<file path="src/rtl/core/mctp_pkg.sv">
// ----------------------------------------------------------------------------
// mctp_pkg
// Shared types, action codes and time base constants of the timer pool.
// ----------------------------------------------------------------------------
`default_nettype none

package mctp_pkg;

    localparam int NUM_TIMERS = 16;
    localparam int ID_W       = (NUM_TIMERS > 1) ? $clog2(NUM_TIMERS) : 1;
    localparam int MASK_W     = 16;
    localparam int CNT_W      = 16;
    localparam int BASE_W     = 3;
    localparam int MS_W       = 22;
    localparam int REM_W      = CNT_W + MS_W;

    typedef enum logic [3:0] {
        ACT_CREATE  = 4'd0,
        ACT_CHANGE  = 4'd1,
        ACT_FORCE   = 4'd2,
        ACT_START   = 4'd3,
        ACT_STOP    = 4'd4,
        ACT_DELETE  = 4'd5,
        ACT_RELOAD  = 4'd6,
        ACT_REMAIN  = 4'd7,
        ACT_QUERY   = 4'd8,
        ACT_TICK    = 4'd9
    } action_t;

    localparam logic [BASE_W-1:0] BASE_10MS  = 3'd0;
    localparam logic [BASE_W-1:0] BASE_100MS = 3'd1;
    localparam logic [BASE_W-1:0] BASE_1S    = 3'd2;
    localparam logic [BASE_W-1:0] BASE_1MIN  = 3'd3;
    localparam logic [BASE_W-1:0] BASE_1H    = 3'd4;

    // One channel's stored record.
    typedef struct packed {
        logic              single_shot;
        logic              notify_en;
        logic [BASE_W-1:0] base_sel;
        logic [CNT_W-1:0]  reload;
        logic [CNT_W-1:0]  count;
    } entry_t;

    function automatic logic [MS_W-1:0] base_ms(input logic [BASE_W-1:0] b);
        logic [MS_W-1:0] ms;
        unique case (b)
            BASE_10MS:  ms = MS_W'(10);
            BASE_100MS: ms = MS_W'(100);
            BASE_1S:    ms = MS_W'(1000);
            BASE_1MIN:  ms = MS_W'(60000);
            BASE_1H:    ms = MS_W'(3600000);
            default:    ms = '0;
        endcase
        return ms;
    endfunction

endpackage

`default_nettype wire

</file>
<file path="src/rtl/core/mctp_chan_mem.sv">
// ----------------------------------------------------------------------------
// mctp_chan_mem
// Channel record store: one write and one registered read port per cycle.
// ----------------------------------------------------------------------------
`default_nettype none

module mctp_chan_mem (
    input  wire                          clk,
    input  wire                          rst_n,
    input  wire                          rd_en,
    input  wire [mctp_pkg::ID_W-1:0]     rd_addr,
    output mctp_pkg::entry_t             rd_data,
    input  wire                          wr_en,
    input  wire [mctp_pkg::ID_W-1:0]     wr_addr,
    input  wire mctp_pkg::entry_t        wr_data
);

    mctp_pkg::entry_t                   mem [mctp_pkg::NUM_TIMERS];
    logic [mctp_pkg::NUM_TIMERS-1:0]    written_reg;
    mctp_pkg::entry_t                   rd_entry_reg;
    logic                               rd_written_reg;

    always_ff @(posedge clk)
    begin
        if (wr_en)
        begin
            mem[wr_addr] <= wr_data;
        end
        if (rd_en)
        begin
            rd_entry_reg <= mem[rd_addr];
        end
    end

    // Entries never written read as all zero.
    always_ff @(posedge clk or negedge rst_n)
    begin
        if (!rst_n)
        begin
            written_reg    <= '0;
            rd_written_reg <= 1'b0;
        end
        else
        begin
            if (wr_en)
            begin
                written_reg[wr_addr] <= 1'b1;
            end
            if (rd_en)
            begin
                rd_written_reg <= written_reg[rd_addr];
            end
        end
    end

    assign rd_data = rd_written_reg ? rd_entry_reg : '0;

endmodule

`default_nettype wire

</file>
<file path="src/rtl/core/multi_channel_timer_pool.sv">
// ----------------------------------------------------------------------------
// multi_channel_timer_pool
// Pool of countdown timer channels on five time bases, with create, control,
// query and tick commands.
// ----------------------------------------------------------------------------
// Usage:
//   A command beat is taken when start is high and busy is low. Exactly one
//   result beat follows, shown for one cycle with done high; the receiver
//   cannot stall it, so capture it in that cycle.
//   Create, start, stop, delete, query and rejected commands finish in the
//   cycle after acceptance and leave busy low: a new command may follow at
//   once.
//   Change period, force expire, reload and remaining read the channel
//   record from the registered record memory and finish in S_EXEC with
//   busy high; change and reload write the record back, force may.
//   A tick sweeps all NUM_TIMERS channels through the single memory read
//   port, one channel per cycle, reading channel c+1 while writing back
//   channel c, and holds busy high in S_SWEEP until the last channel.
//   Remaining time is count times the base length in ms, one multiply.
//   Reset frees and stops all channels and makes every record read as zero;
//   no clearing pass is needed.
// ----------------------------------------------------------------------------
`default_nettype none

module multi_channel_timer_pool (
    input  wire                                     clk,
    input  wire                                     rst_n,
    input  wire                                     start,
    output logic                                    busy,
    input  wire  [3:0]                              action,
    input  wire  [3:0]                              timer_id,
    input  wire  [mctp_pkg::CNT_W-1:0]              period,
    input  wire  [mctp_pkg::BASE_W-1:0]             time_base,
    input  wire                                     one_shot,
    input  wire                                     reload_now,
    input  wire                                     notify,
    output logic                                    done,
    output logic                                    ok,
    output logic [3:0]                              given_id,
    output logic                                    is_running,
    output logic [mctp_pkg::REM_W-1:0]              remaining_ms,
    output logic [mctp_pkg::MASK_W-1:0]             expired_mask
);

    localparam int NT   = mctp_pkg::NUM_TIMERS;
    localparam int ID_W = mctp_pkg::ID_W;

    typedef enum logic [1:0] {
        S_IDLE,
        S_EXEC,
        S_SWEEP
    } state_t;

    state_t                         state_reg, state_next;

    // Channel ownership and run flags live in flops: create needs a
    // combinational lowest-idle search over all ownership flags.
    logic [NT-1:0]                  in_use_reg, in_use_next;
    logic [NT-1:0]                  running_reg, running_next;

    // Latched command fields.
    mctp_pkg::action_t              action_reg, action_next;
    logic [ID_W-1:0]                id_reg, id_next;
    logic [mctp_pkg::CNT_W-1:0]     period_reg, period_next;
    logic [mctp_pkg::BASE_W-1:0]    tb_reg, tb_next;
    logic                           reload_now_reg, reload_now_next;

    // Sweep position and expiry mask collected over a tick.
    logic [ID_W-1:0]                idx_reg, idx_next;
    logic [mctp_pkg::MASK_W-1:0]    acc_reg, acc_next;

    // Registered result beat.
    logic                           done_reg, done_next;
    logic                           ok_reg, ok_next;
    logic [3:0]                     given_reg, given_next;
    logic                           is_run_reg, is_run_next;
    logic [mctp_pkg::REM_W-1:0]     rem_reg, rem_next;
    logic [mctp_pkg::MASK_W-1:0]    mask_reg, mask_next;

    // Record memory port.
    logic                           rd_en;
    logic [ID_W-1:0]                rd_addr;
    mctp_pkg::entry_t               rd_data;
    logic                           wr_en;
    logic [ID_W-1:0]                wr_addr;
    mctp_pkg::entry_t               wr_data;

    // Lowest idle channel.
    logic                           free_found;
    logic [ID_W-1:0]                free_idx;

    logic                           id_ok;
    mctp_pkg::action_t              act_in;

    mctp_chan_mem u_mem (
        .clk     (clk),
        .rst_n   (rst_n),
        .rd_en   (rd_en),
        .rd_addr (rd_addr),
        .rd_data (rd_data),
        .wr_en   (wr_en),
        .wr_addr (wr_addr),
        .wr_data (wr_data)
    );

    always_comb
    begin
        free_found = 1'b0;
        free_idx   = '0;
        for (int i = NT - 1; i >= 0; i--)
        begin
            if (!in_use_reg[i])
            begin
                free_found = 1'b1;
                free_idx   = ID_W'(i);
            end
        end
    end

    assign id_ok  = (32'(timer_id) < NT);
    assign act_in = mctp_pkg::action_t'(action);
    assign busy   = (state_reg != S_IDLE);

    always_comb
    begin
        state_next      = state_reg;
        in_use_next     = in_use_reg;
        running_next    = running_reg;
        action_next     = action_reg;
        id_next         = id_reg;
        period_next     = period_reg;
        tb_next         = tb_reg;
        reload_now_next = reload_now_reg;
        idx_next        = idx_reg;
        acc_next        = acc_reg;

        done_next   = 1'b0;
        ok_next     = 1'b0;
        given_next  = '0;
        is_run_next = 1'b0;
        rem_next    = '0;
        mask_next   = '0;

        rd_en   = 1'b0;
        rd_addr = ID_W'(timer_id);
        wr_en   = 1'b0;
        wr_addr = id_reg;
        wr_data = rd_data;

        unique case (state_reg)
            S_IDLE:
            begin
                if (start)
                begin
                    action_next     = act_in;
                    id_next         = ID_W'(timer_id);
                    period_next     = period;
                    tb_next         = time_base;
                    reload_now_next = reload_now;

                    unique case (act_in)
                        mctp_pkg::ACT_CREATE:
                        begin
                            done_next = 1'b1;
                            if (free_found)
                            begin
                                in_use_next[free_idx]  = 1'b1;
                                running_next[free_idx] = 1'b0;
                                wr_en                  = 1'b1;
                                wr_addr                = free_idx;
                                wr_data.single_shot    = one_shot;
                                wr_data.notify_en      = notify;
                                wr_data.base_sel       = time_base;
                                wr_data.reload         = period;
                                wr_data.count          = period;
                                ok_next                = 1'b1;
                                given_next             = 4'(free_idx);
                            end
                        end
                        mctp_pkg::ACT_CHANGE, mctp_pkg::ACT_FORCE,
                        mctp_pkg::ACT_RELOAD, mctp_pkg::ACT_REMAIN:
                        begin
                            // Fetch the record, finish in S_EXEC.
                            if (id_ok)
                            begin
                                rd_en      = 1'b1;
                                state_next = S_EXEC;
                            end
                            else
                            begin
                                done_next = 1'b1;
                            end
                        end
                        mctp_pkg::ACT_START, mctp_pkg::ACT_STOP,
                        mctp_pkg::ACT_DELETE, mctp_pkg::ACT_QUERY:
                        begin
                            done_next = 1'b1;
                            if (id_ok)
                            begin
                                ok_next = 1'b1;
                                if (act_in == mctp_pkg::ACT_START)
                                begin
                                    running_next[ID_W'(timer_id)] = 1'b1;
                                end
                                if (act_in == mctp_pkg::ACT_STOP)
                                begin
                                    running_next[ID_W'(timer_id)] = 1'b0;
                                end
                                // Delete frees the channel but leaves it running.
                                if (act_in == mctp_pkg::ACT_DELETE)
                                begin
                                    in_use_next[ID_W'(timer_id)] = 1'b0;
                                end
                                if (act_in == mctp_pkg::ACT_QUERY)
                                begin
                                    is_run_next = running_reg[ID_W'(timer_id)];
                                end
                            end
                        end
                        mctp_pkg::ACT_TICK:
                        begin
                            // Start the sweep at channel 0.
                            rd_en      = 1'b1;
                            rd_addr    = '0;
                            idx_next   = '0;
                            acc_next   = '0;
                            state_next = S_SWEEP;
                        end
                        default:
                        begin
                            // Unknown command: reject, change nothing.
                            done_next = 1'b1;
                        end
                    endcase
                end
            end

            S_EXEC:
            begin
                done_next  = 1'b1;
                ok_next    = 1'b1;
                state_next = S_IDLE;
                unique case (action_reg)
                    mctp_pkg::ACT_CHANGE:
                    begin
                        wr_en          = 1'b1;
                        wr_data.reload = period_reg;
                        if (reload_now_reg)
                        begin
                            wr_data.count = period_reg;
                        end
                    end
                    mctp_pkg::ACT_FORCE:
                    begin
                        if (in_use_reg[id_reg] && running_reg[id_reg])
                        begin
                            if (rd_data.notify_en)
                            begin
                                mask_next = mctp_pkg::MASK_W'(1) << id_reg;
                            end
                            if (rd_data.single_shot)
                            begin
                                in_use_next[id_reg] = 1'b0;
                            end
                            else
                            begin
                                wr_en         = 1'b1;
                                wr_data.count = rd_data.reload;
                            end
                        end
                    end
                    mctp_pkg::ACT_RELOAD:
                    begin
                        wr_en         = 1'b1;
                        wr_data.count = rd_data.reload;
                    end
                    mctp_pkg::ACT_REMAIN:
                    begin
                        rem_next = mctp_pkg::REM_W'(rd_data.count)
                                 * mctp_pkg::REM_W'(mctp_pkg::base_ms(rd_data.base_sel));
                    end
                    default:
                    begin
                        ok_next = 1'b0;
                    end
                endcase
            end

            S_SWEEP:
            begin
                // rd_data holds channel idx_reg; write it back, fetch the next.
                wr_addr = idx_reg;
                if (in_use_reg[idx_reg] && running_reg[idx_reg]
                    && (rd_data.base_sel == tb_reg))
                begin
                    if (rd_data.count <= mctp_pkg::CNT_W'(1))
                    begin
                        if (rd_data.notify_en)
                        begin
                            acc_next = acc_reg | (mctp_pkg::MASK_W'(1) << idx_reg);
                        end
                        if (rd_data.single_shot)
                        begin
                            in_use_next[idx_reg] = 1'b0;
                        end
                        else
                        begin
                            wr_en         = 1'b1;
                            wr_data.count = rd_data.reload;
                        end
                    end
                    else
                    begin
                        wr_en         = 1'b1;
                        wr_data.count = rd_data.count - mctp_pkg::CNT_W'(1);
                    end
                end

                if (32'(idx_reg) == NT - 1)
                begin
                    done_next  = 1'b1;
                    ok_next    = 1'b1;
                    mask_next  = acc_next;
                    state_next = S_IDLE;
                end
                else
                begin
                    idx_next = idx_reg + ID_W'(1);
                    rd_en    = 1'b1;
                    rd_addr  = idx_reg + ID_W'(1);
                end
            end

            default:
            begin
                state_next = S_IDLE;
            end
        endcase
    end

    // Hold state and the result beat.
    always_ff @(posedge clk or negedge rst_n)
    begin
        if (!rst_n)
        begin
            state_reg      <= S_IDLE;
            in_use_reg     <= '0;
            running_reg    <= '0;
            action_reg     <= mctp_pkg::ACT_CREATE;
            id_reg         <= '0;
            period_reg     <= '0;
            tb_reg         <= '0;
            reload_now_reg <= 1'b0;
            idx_reg        <= '0;
            acc_reg        <= '0;
            done_reg       <= 1'b0;
            ok_reg         <= 1'b0;
            given_reg      <= '0;
            is_run_reg     <= 1'b0;
            rem_reg        <= '0;
            mask_reg       <= '0;
        end
        else
        begin
            state_reg      <= state_next;
            in_use_reg     <= in_use_next;
            running_reg    <= running_next;
            action_reg     <= action_next;
            id_reg         <= id_next;
            period_reg     <= period_next;
            tb_reg         <= tb_next;
            reload_now_reg <= reload_now_next;
            idx_reg        <= idx_next;
            acc_reg        <= acc_next;
            done_reg       <= done_next;
            ok_reg         <= ok_next;
            given_reg      <= given_next;
            is_run_reg     <= is_run_next;
            rem_reg        <= rem_next;
            mask_reg       <= mask_next;
        end
    end

    assign done         = done_reg;
    assign ok           = ok_reg;
    assign given_id     = given_reg;
    assign is_running   = is_run_reg;
    assign remaining_ms = rem_reg;
    assign expired_mask = mask_reg;

endmodule

`default_nettype wire
</file>
<file path="config.mk">
export PLATFORM = sky130hd
export DESIGN_NAME = multi_channel_timer_pool
export DESIGN_NICKNAME = d
export VERILOG_FILES = /design/src/rtl/core/mctp_pkg.sv /design/src/rtl/core/mctp_chan_mem.sv /design/src/rtl/core/multi_channel_timer_pool.sv
export SDC_FILE = /design/constraint.sdc
export NUM_CORES = 2
export LEC_CHECK = 0
export ABC_CLOCK_PERIOD_IN_PS = 13900
export BUFFER_PORTS_ARGS = -buffer_cell sky130_fd_sc_hd__buf_2
export CAP_MARGIN = 20
export CORE_ASPECT_RATIO = 2
export CORE_MARGIN = 5
export CORE_UTILIZATION = 60
export CTS_CLUSTER_DIAMETER = 30
export DETAILED_ROUTE_END_ITERATION = 8
export PLACE_DENSITY_LB_ADDON = 0.2
export SYNTH_ARGS = -nofsm -noshare
export SYNTH_HDL_FRONTEND = slang
export SYNTH_SLANG_ARGS = --single-unit
</file>
<file path="constraint.sdc">
create_clock -name clk -period 13.9 [get_ports clk]
set_input_delay 0.695 -clock clk [delete_from_list [all_inputs] [get_ports clk]]
set_output_delay 0.695 -clock clk [all_outputs]
set_load 0.03 [all_outputs]
</file>
==> flow_summary_export.csv <==
group,metric,value,unit
place,hpwl,79460,um
yosys,ys_types,84,
global_route,antenna_found_initial,9,
sta,slew_headroom,14.50,%
outcome,status,"finished clean",
drt,drt-total-wl,123300,um
place,gp_congestion,1.041,
drt,ant_nets,0,
hold_path,hold_class,"in2async",
power,p_leak,19.29,nW
place,port_buffers,93,
drt,vias,32284,
worst_setup_path,cp-end-kind,"flop",
global_route,grt_util_all_layers,30.64,%
clock_network,root_buffer,"clkbuf_16",
die,die_h,393.9,um
yosys,synth_top_area_share,42.72,%
global_route,grt_max_degree,193,
power,p_total,7.604,mW
yosys,synth_edf_count,629,
place,dpl_cell_area,45650,um^2
worst_setup_path,worstPathArrival,8.92,ns
worst_setup_path,path_class,"reg2reg",
sta,rsz0062_at_grt,"no",
sta,fmax,0.1205,GHz
drt,drc_errors,0,
global_route,grt_pass1_vias,32395,
worst_setup_path,critical_path_peak_fanout,81,
drt,via_per_inst,6.374,
yosys,netlist_instances,4041,
clock_network,cts_made_buffers,93,
finish,final_util,66.98,%
clock_network,postCtsResizedCells,0,
sta,slew_viol_final,0,
clock_network,insertion_delay,0.70,ns
yosys,synth_commonest_cells,"637 x nand2_1, 629 x edfxtp_1, 337 x inv_1",
clock_network,cts_setup_buffers,0,
yosys,yosys_warnings,0,
finish,largest_register_ffs,592,
die,io_pins,95,
sta,worst_slack,5.601,ns
worst_setup_path,crit_required,14.52,ns
clock_network,clk_pin_slew,0.06,ns
finish,area_growth,10.67,%
clock_network,cts_sinks,788,
sta,finalCritPeriodShare,59.71,%
drt,dr.pass1.iters,6,
yosys,synthTopCellsByArea,"edfxtp_1 43%, fa_1 9.0%, dfrtp_1 9.0%",
job,drv_cap,0,
yosys,syn_area,44210,um^2
yosys,async_flop_share,20.18,%
yosys,ys.flop_type,"edfxtp_1",
yosys,syn_area_per_cell,10.94,um^2
die,rows,140,
die,dieArea,79550,um^2
sta,min_period,8.299,ns
sta,worstMarginPinSlew,1.283,ns
worst_setup_path,reg2reg_depth,26,
sta,hold_viol_final,0,
drt,drtIter0Drc,2855,
finish,drive_gt1_share,9.981,%
sta,clock_skew,0.05352,ns
die,start_util,60.53,%
die,die_x,201.9,um
yosys,synth_top_cell_by_area,"edfxtp_1",
clock_network,cts-hold-fix-buffers,0,
worst_setup_path,start_kind,"flop",
yosys,ys_ff_latch,788,
power,p_per_area,155.4,nW/um^2
power,max-vdd-ir-drop,0.1226,mV
finish,fin_area,48930,um^2
global_route,grt_overflow_total,0,
yosys,yosysMostFrequentCell,"nand2_1",
clock_network,cts_tree,"done",
clock_network,htreeDepth,3,
place,post-place-ws,5.756,ns
finish,nets,4465,
die,core_region_area,73050,um^2
sta,tns,0,ns
yosys,syn_nets,4448,
clock_network,clk_path_buf_depth,3,
global_route,grt_pass1_wl,187900,um
drt,wl_per_cell,24.34,um
sta,setup_viol,0,
yosys,yosysSeqAreaShare,51.72,%
-- cell usage in the layout, fill, tap and decap left out, types with 135 or more instances in the layout --
| master | count |
|---|---|
| and2_1 | 184 |
| edfxtp_1 | 629 |
| nand2_1 | 637 |
| fa_1 | 199 |
| dfrtp_1 | 158 |
| a21oi_1 | 231 |
| inv_1 | 337 |
| a31oi_1 | 135 |
| nor2_1 | 203 |
| a211oi_1 | 200 |
| ha_1 | 175 |
-- critical path: stages, from the launching register on --
cell and delay, ns:
dfrtp_2 0.39, buf_4 0.65, and2_1 0.46, nand2_1 0.15
inv_1 0.16, nor2_1 0.09, fa_1 0.54, inv_1 0.06
fa_1 0.51, fa_1 0.52, inv_1 0.05, fa_1 0.53
inv_1 0.05, fa_1 0.47, inv_1 0.05, fa_1 0.47
inv_1 0.04, ha_1 0.34, a21o_1 0.18, a31oi_1 0.20
o21ai_0 0.18, a31oi_1 0.44, o21ai_0 0.35, o311ai_0 0.62
a31oi_1 0.19, or3_1 0.37, a21oi_1 0.14
-- per-stage QoR --
stage / std cells / hold slack (ns)
2_1_floorplan: 4041 / 0.3994
3_3_place_gp: 4878 / 0.4500
3_5_place_dp: 4878 / 0.4551
4_1_cts: 5053 / 0.1178
5_1_grt: 5062 / 0.1431
6_report: 5065 / 0.08485
-- cells by family after synthesis --
group / Yosys count / synth area share [%]
flops: 788 / 51.72
compound gates: 963 / 14.37
simple gates: 1259 / 13.07
buf+inv: 596 / 5.207
other cells: 1 / 0.008482
xor+xnor: 36 / 0.7131
fa+ha+maj: 374 / 13.96
mux: 24 / 0.9565
-- worst paths after layout --
check | from | to | slack (ns)
setup / recovery | u_mem.rd_written_reg | remaining_ms[37] | 5.60
hold / removal | rst_n | expired_mask[6] | 0.08
setup reg to reg | u_mem.rd_written_reg | remaining_ms[37] | 5.60
hold reg to reg | u_mem.written_reg[15] | u_mem.written_reg[15] | 0.47
max in group asynchronous | rst_n | u_mem.rd_written_reg | 12.23
min in group clk | period[7] | period_reg[7] | 0.22
-- power breakdown --
part           total [mW]  switching (mW)  leakage (nW)  internal, mW
sequential           2.99           0.133          7.91          2.85
combinational        2.16            1.50          9.88         0.666
clock                2.45            1.06          1.51          1.39
-- per-layer routing --
metal	share of wire (%)	GRT usage [%]	wire [um]	vias up
li1	-	-	-	14403
met1	36	36.09	44100	15853
met2	50	52.57	61960	1516
met3	6.9	4.765	8542	504
met4	7.0	18.89	8640	8
met5	0.037	0	46	-
-- final cells by class --
cell class	instances	area (um^2)
repair buffers	179	1191
multi-input cells	2657	19240
clock inverters	75	815.8
fillers	5520	24120
well taps	923	1155
diodes	4	10.01
clock buffers	100	2374
inverters	339	1272
flip-flops and latches	788	22870
Power figures use the tool's default switching activity.
